==> config.mk <==
export PLATFORM = sky130hd
export DESIGN_NAME = udpdm_front
export DESIGN_NICKNAME = d
export VERILOG_FILES = /design/src/hw/rtl/udpdm_pkg.sv /design/src/hw/rtl/udpdm_front.sv
export SDC_FILE = /design/constraint.sdc
export NUM_CORES = 1
export LEC_CHECK = 0
export ABC_AREA = 1
export BUFFER_PORTS_ARGS = -buffer_cell sky130_fd_sc_hd__buf_4
export CAP_MARGIN = 0
export CORE_ASPECT_RATIO = 2
export CORE_MARGIN = 2
export CORE_UTILIZATION = 47
export CTS_BUF_LIST = sky130_fd_sc_hd__clkbuf_8 sky130_fd_sc_hd__clkbuf_16
export DETAILED_ROUTE_END_ITERATION = 8
export PLACE_DENSITY = 0.75
export SLEW_MARGIN = 30
export SYNTH_ARGS = -nofsm -noshare
export SYNTH_HDL_FRONTEND = slang
export SYNTH_SLANG_ARGS = --single-unit
==> constraint.sdc <==
create_clock -name clk_i -period 5.18 [get_ports clk_i]
set_input_delay 0.259 -clock clk_i [delete_from_list [all_inputs] [get_ports clk_i]]
set_output_delay 0.259 -clock clk_i [all_outputs]
set_load 0.03 [all_outputs]
==> src/hw/rtl/udpdm_pkg.sv <==
package udpdm_pkg;

  typedef enum logic [1:0] {
    OP_BIND    = 2'd0,
    OP_DELIVER = 2'd1,
    OP_RECEIVE = 2'd2,
    OP_NOP     = 2'd3
  } opcode_e;

  typedef enum logic [3:0] {
    ST_OK         = 4'd0,
    ST_ALREADY    = 4'd1,
    ST_FULL_TABLE = 4'd2,
    ST_NOT_BOUND  = 4'd3,
    ST_SHORT      = 4'd4,
    ST_NOT_UDP    = 4'd5,
    ST_BAD_LEN    = 4'd6,
    ST_QUEUE_FULL = 4'd7,
    ST_EMPTY      = 4'd8
  } status_e;

  typedef enum logic [2:0] {
    BK_IDLE,
    BK_SCAN,
    BK_EXEC,
    BK_READ,
    BK_DONE
  } back_state_e;

  localparam logic [12:0] HdrBytes    = 13'd42;
  localparam logic [15:0] UdpHdrBytes = 16'd8;
  localparam logic [7:0]  ProtoUdp    = 8'd17;

  // classified command passed from front to back
  typedef struct packed {
    opcode_e     op;
    logic [15:0] port;
    logic        pre_fail;
    status_e     pre_status;
    logic [31:0] source_ip;
    logic [15:0] source_port;
    logic [15:0] pay_len;
    logic [15:0] max_len;
  } cmd_t;

endpackage

==> src/hw/rtl/udpdm_front.sv <==
module udpdm_front (
  input  logic               clk_i,
  input  logic               rst_ni,
  input  logic               in_valid_i,
  output logic               in_ready_o,
  input  logic [1:0]         opcode_i,
  input  logic [15:0]        port_i,
  input  logic [12:0]        frame_len_i,
  input  logic [7:0]         ip_protocol_i,
  input  logic [31:0]        source_ip_i,
  input  logic [15:0]        source_port_i,
  input  logic [15:0]        udp_length_i,
  input  logic [15:0]        max_len_i,
  output logic               cmd_valid_o,
  input  logic               cmd_ready_i,
  output udpdm_pkg::cmd_t    cmd_o
);
  import udpdm_pkg::*;

  // two-entry command queue
  cmd_t       buf_q [2];
  logic       wp_q, rp_q;
  logic [1:0] cnt_q;
  cmd_t       cmd_d;
  logic       push, pop;

  // header checks done up front, in priority order: short frame, protocol, UDP length
  always_comb begin
    cmd_d.op          = opcode_e'(opcode_i);
    cmd_d.port        = port_i;
    cmd_d.source_ip   = source_ip_i;
    cmd_d.source_port = source_port_i;
    cmd_d.pay_len     = udp_length_i - UdpHdrBytes;
    cmd_d.max_len     = max_len_i;
    cmd_d.pre_fail    = 1'b0;
    cmd_d.pre_status  = ST_OK;
    if (opcode_e'(opcode_i) == OP_DELIVER) begin
      if (frame_len_i < HdrBytes) begin
        cmd_d.pre_fail = 1'b1; cmd_d.pre_status = ST_SHORT;
      end else if (ip_protocol_i != ProtoUdp) begin
        cmd_d.pre_fail = 1'b1; cmd_d.pre_status = ST_NOT_UDP;
      end else if (udp_length_i < UdpHdrBytes) begin
        cmd_d.pre_fail = 1'b1; cmd_d.pre_status = ST_BAD_LEN;
      end
    end else if (opcode_e'(opcode_i) == OP_NOP) begin
      cmd_d.pre_fail = 1'b1;
    end
  end

  assign in_ready_o  = (cnt_q != 2'd2);
  assign push        = in_valid_i && in_ready_o;
  assign cmd_valid_o = (cnt_q != 2'd0);
  assign pop         = cmd_valid_o && cmd_ready_i;
  assign cmd_o       = buf_q[rp_q];

  always_ff @(posedge clk_i) begin
    if (push) buf_q[wp_q] <= cmd_d;
  end

  always_ff @(posedge clk_i or negedge rst_ni) begin
    if (!rst_ni) begin
      wp_q <= 1'b0; rp_q <= 1'b0; cnt_q <= 2'd0;
    end else begin
      if (push) wp_q <= ~wp_q;
      if (pop)  rp_q <= ~rp_q;
      cnt_q <= cnt_q + {1'b0, push} - {1'b0, pop};
    end
  end

`ifndef SYNTHESIS
  a_no_overflow: assert property (@(posedge clk_i) disable iff (!rst_ni)
    cnt_q == 2'd2 |-> !push) else $error("command queue overflow");
  a_cnt_range: assert property (@(posedge clk_i) disable iff (!rst_ni)
    cnt_q != 2'd3) else $error("command count out of range");
  a_cnt_track: assert property (@(posedge clk_i) disable iff (!rst_ni)
    push && !pop |=> cnt_q == $past(cnt_q) + 2'd1) else $error("count not tracking");
`endif
endmodule

# Yosys cells after proc, flatten, opt, wreduce, memory -nomap -nowiden
# Memory sizes are Yosys's and may differ from the RTL's.
# Cells that the tools add are included.
dict set report word_totals {
  ff_bits 4
  mem_bits_rw 206
  inputBits 123
  output_inout_bits 105
  wordCells 26
  n_memories 1
}
# memory words width rd rd_clocked_by_memory_dff write_ports line
set mem_list {}
lappend mem_list {buf_q 2 103 1 0 1 udpdm_front.sv:21} ;# cmd_t buf_q [2];
dict set report classes {
  n_addsub 3
  magnitude_cmp 2
  n_eq_ne 4
  n_mux 8
  bitwise_logic 2
  reduce_logical 3
}
# op n
set ops {}
lappend ops {{$lt 16x4->1 const B} 1}
lappend ops {{$sub 16x4->16 const B} 1}
lappend ops {{$mux 5} 3}
lappend ops {{$lt 13x6->1 const B} 1}
lappend ops {{$ne 8x5->1 const B} 1}
lappend ops {{$mux 1} 4}
lappend ops {{$mux 4} 1}
lappend ops {{$add 2x1->2} 1}
lappend ops {{$eq 2x1->1 const B} 1}
lappend ops {{$eq 2x2->1 const B} 1}
lappend ops {{$logic_and 1x1->1} 2}
lappend ops {{$ne 2x2->1 const B} 1}
lappend ops {{$not 1->1} 2}
lappend ops {{$reduce_bool 2->1} 1}
lappend ops {{$sub 2x1->2} 1}

# Longest topological paths before layout
dict set report depth {
  word_depth 5
  ltp_mapped 7
  ltp_nobuf 7
}

# Worst setup path after synthesis
# Ideal clock, no wire load.
dict set report synth_path {
  path_kind {register -> register}
  from {reg cnt_q[1]}
  to {mem buf_q[1][0] (netlist name) (enable)}
  t_arrival_ns 5.080
  required_ns 4.614
  path_slack_ns -0.466
  path_stages_with_launch 4
  path_buffers 0
  path_cell_list {dfrtp_1 -> nand2_1 -> nand2_1 -> nor2_1}
}
dict set report synth_via {
  elab_chain_len 4
}
# item line
set synth_rtl {}
lappend synth_rtl {{start, declared} udpdm_front.sv:23} ;# logic [1:0] cnt_q;
lappend synth_rtl {{start signal, assigned} udpdm_front.sv:66} ;# cnt_q <= cnt_q + {1'b0, push} - {1'b0, pop};
lappend synth_rtl {{$ne 2x2->1} udpdm_front.sv:50} ;# assign in_ready_o = (cnt_q != 2'd2);
lappend synth_rtl {{net in_ready_o} udpdm_front.sv:5} ;# output logic in_ready_o,
lappend synth_rtl {{$logic_and 1x1->1} udpdm_front.sv:51} ;# assign push = in_valid_i && in_ready_o;
lappend synth_rtl {{$mux 1} udpdm_front.sv:57} ;# if (push) buf_q[wp_q] <= cmd_d;
lappend synth_rtl {{$mux 1 (implied by the code)} udpdm_front.sv:57}
lappend synth_rtl {{end, declared} udpdm_front.sv:21}
# The timed path passes the listed nets, and every way through them passes these cells.

==> flow_metrics.tcl <==
set metrics [dict create \
    core_area_um2 16700 \
    worst_setup_path_start_kind "flop" \
    drive_above_1_share_pct 28.1 \
    gp_congestion 0.746 \
    hold_viol_final 0 \
    place_inst 1044 \
    synth.distinct_cells 25 \
    ys_ff_latch 208 \
    max_stage_delay_ns 0.49 \
    fin_nets 1069 \
    tritoncts "built" \
    grtUsageTotal_pct 20.2 \
    start_util_pct 47.9 \
    syn_avg_cell_area_um2 12.7 \
    crit_path_max_fanout 69 \
    rows 67 \
    relSlewSlack_pct 45.0 \
    stdcell_count 1163 \
    clock_latency_ns 0.47 \
    cts_buffer_depth 3 \
    cts-htree-levels 1 \
    grt_pass1_vias 5823 \
    ys_seq_area_share_pct 77.9 \
    dr_total_vias 5631 \
    r2r_setup_slack_ns 3.02 \
    ant_nets 0 \
    worst_pin_slew_ns 0.826 \
    die_y_um 188 \
    setup_violations 0 \
    grt_max_degree 103 \
    syn_area_um2 7990 \
    antenna_found_initial 1 \
    drt-initial-drc-count 227 \
    synthCells 629 \
    hpwlAfterDp_mm 11.6 \
    final_cell_mix "nand2_1 (325), buf_4 (230), edfxtp_1 (204)" \
    place_area_um2 9900 \
    fin_total_pwr_mw 6.45 \
    grt_setup_unrepaired "no" \
    power.density_nw_per_um2 570 \
    yosysWarnings 0 \
    synth_edf_count 204 \
    synth_nets 755 \
    synthFlopType "edfxtp_1" \
    via_per_inst 4.84 \
    wl_mm 18.5 \
    slew_viol_final 0 \
    holdWs_ns 0.0571 \
    fmax_mhz 408 \
    post-cts-setup-buffer-count 0 \
    crit_path_cell_trace "clkinv_4, buf_4, nand2_1, nand2_1, buf_4" \
    worstPathRequired_ns 4.92 \
    max_cap_violations 0 \
    die_x_um 96.2 \
    vdd_drop_max_mv 0.403 \
    io_buffers 225 \
    holdCritPathClass "primary input to flop" \
    layout_min_cycle_time_ns 2.45 \
    slowest_stage "dfrtp_4" \
    layout_commonest_cell "nand2_1" \
    crit_type "flop to output port" \
    critPathCaptureType "output port" \
    die_area_um2 18100 \
    leakagePower_nw 4.85 \
    post-route-drc-count 0 \
    grt_pass1_wl_mm 27.9 \
    cts_root_buf "clkbuf_16" \
    status "completed" \
    clk_pin_slew_worst_paths_ns 0.07 \
    cts_buffers 18 \
    post-place-ws_ns 3.00 \
    overflow 0 \
    cts.sinks 208 \
    wire_per_inst_um 15.9 \
    crit_arrival_ns 2.19 \
    async_reset_ff_share_pct 1.92 \
    setup_slack_ns 2.73 \
    fin_crit_sh_pct 47.3 \
    setup-tns-final_ns 0 \
    dr.pass1.iters 5 \
    finish.utilization_pct 67.8 \
    skew_ns 0.0102 \
    postLayoutCellArea_um2 11300 \
    area_growth_pct 41.7 \
    ios 228 \
]
## routing by layer
layer / GRT usage (%) / part of all wire, % / vias up
met5: 0 / 0 / -
met4: 10.9 / 5.7 / 0
met3: 3.32 / 4.9 / 62
met2: 38.9 / 57 / 196
met1: 19.1 / 33 / 2650
li1: - / - / 2723
## cell families (layout without fill, tap and decap cells)
group,after synthesis,count (layout),share of synthesized area [%]
simple gates,361,361,17.9
flops,208,208,77.9
buf+inv,41,367,2.24
xor+xnor,11,11,1.21
compound gates,4,4,0.250
fa+ha+maj,3,3,0.470
other cells,1,2,0.0469
## critical path: cells and delay by family, from the launching register on
kind | cells | cell delay (ns)
flops | 1 | 0.49
buf+inv | 3 | 0.99
simple gates | 2 | 0.19
## layout make-up
type	instances	area [um2]
Antenna cell	1	2.50
Clock buffer	19	475
Clock inverter	13	80.1
Fill cell	1162	5370
Inverter	18	72.6
Multi-Input combinational cell	380	1600
Sequential cell	208	6230
Tap cell	207	259
Timing Repair Buffer	317	2600
## synth_stat cells (2+ instances only)
cell	n	share of area, %
xor2_1	8	0.88
nor2_1	17	0.80
nor2_4	2	0.28
dfrtp_1	4	1.3
nor2_2	4	0.31
nand2_1	325	15
nand3b_1	2	0.19
ha_1	3	0.47
inv_2	2	0.094
inv_1	16	0.75
edfxtp_1	204	77
clkbuf_1	4	0.19
o21ai_0	3	0.19
nand4_1	2	0.16
buf_2	17	1.1
xnor2_1	3	0.33
nand3_1	5	0.31
## registers in the layout (all words and copies together) (netlist names)
| name | flops |
|---|---|
| wp_q | 1 |
| cnt_q | 2 |
| rp_q | 1 |
| buf_q | 204 |
## worst paths after layout
path | startpoint | to | cells past startpoint
worst max-delay path | rp_q | cmd_o[46] | 5
worst max register to register | cnt_q[1] | buf_q[0][82] | 4
worst min-delay path | in_valid_i | wp_q | 3
min in group asynchronous | rst_ni | wp_q | 2
max in group asynchronous | rst_ni | rp_q | 2
worst min register to register | cnt_q[0] | cnt_q[0] | 1
## where the power goes
group | total, mW | leakage (nW) | switching (mW) | internal (mW)
Combinational | 2.79 | 2.64 | 1.91 | 0.872
Sequential | 2.39 | 1.94 | 0.0913 | 2.30
Clock | 1.27 | 0.272 | 0.555 | 0.712
Total | 6.45 | 4.85 | 2.56 | 3.89
## timing repair
action | in CTS | in global routing
hold buffers | 86 | 0
gates resized for setup | 0 | 0
hold endpoints to repair | 174 | 0
Power figures use the tool's default switching activity.
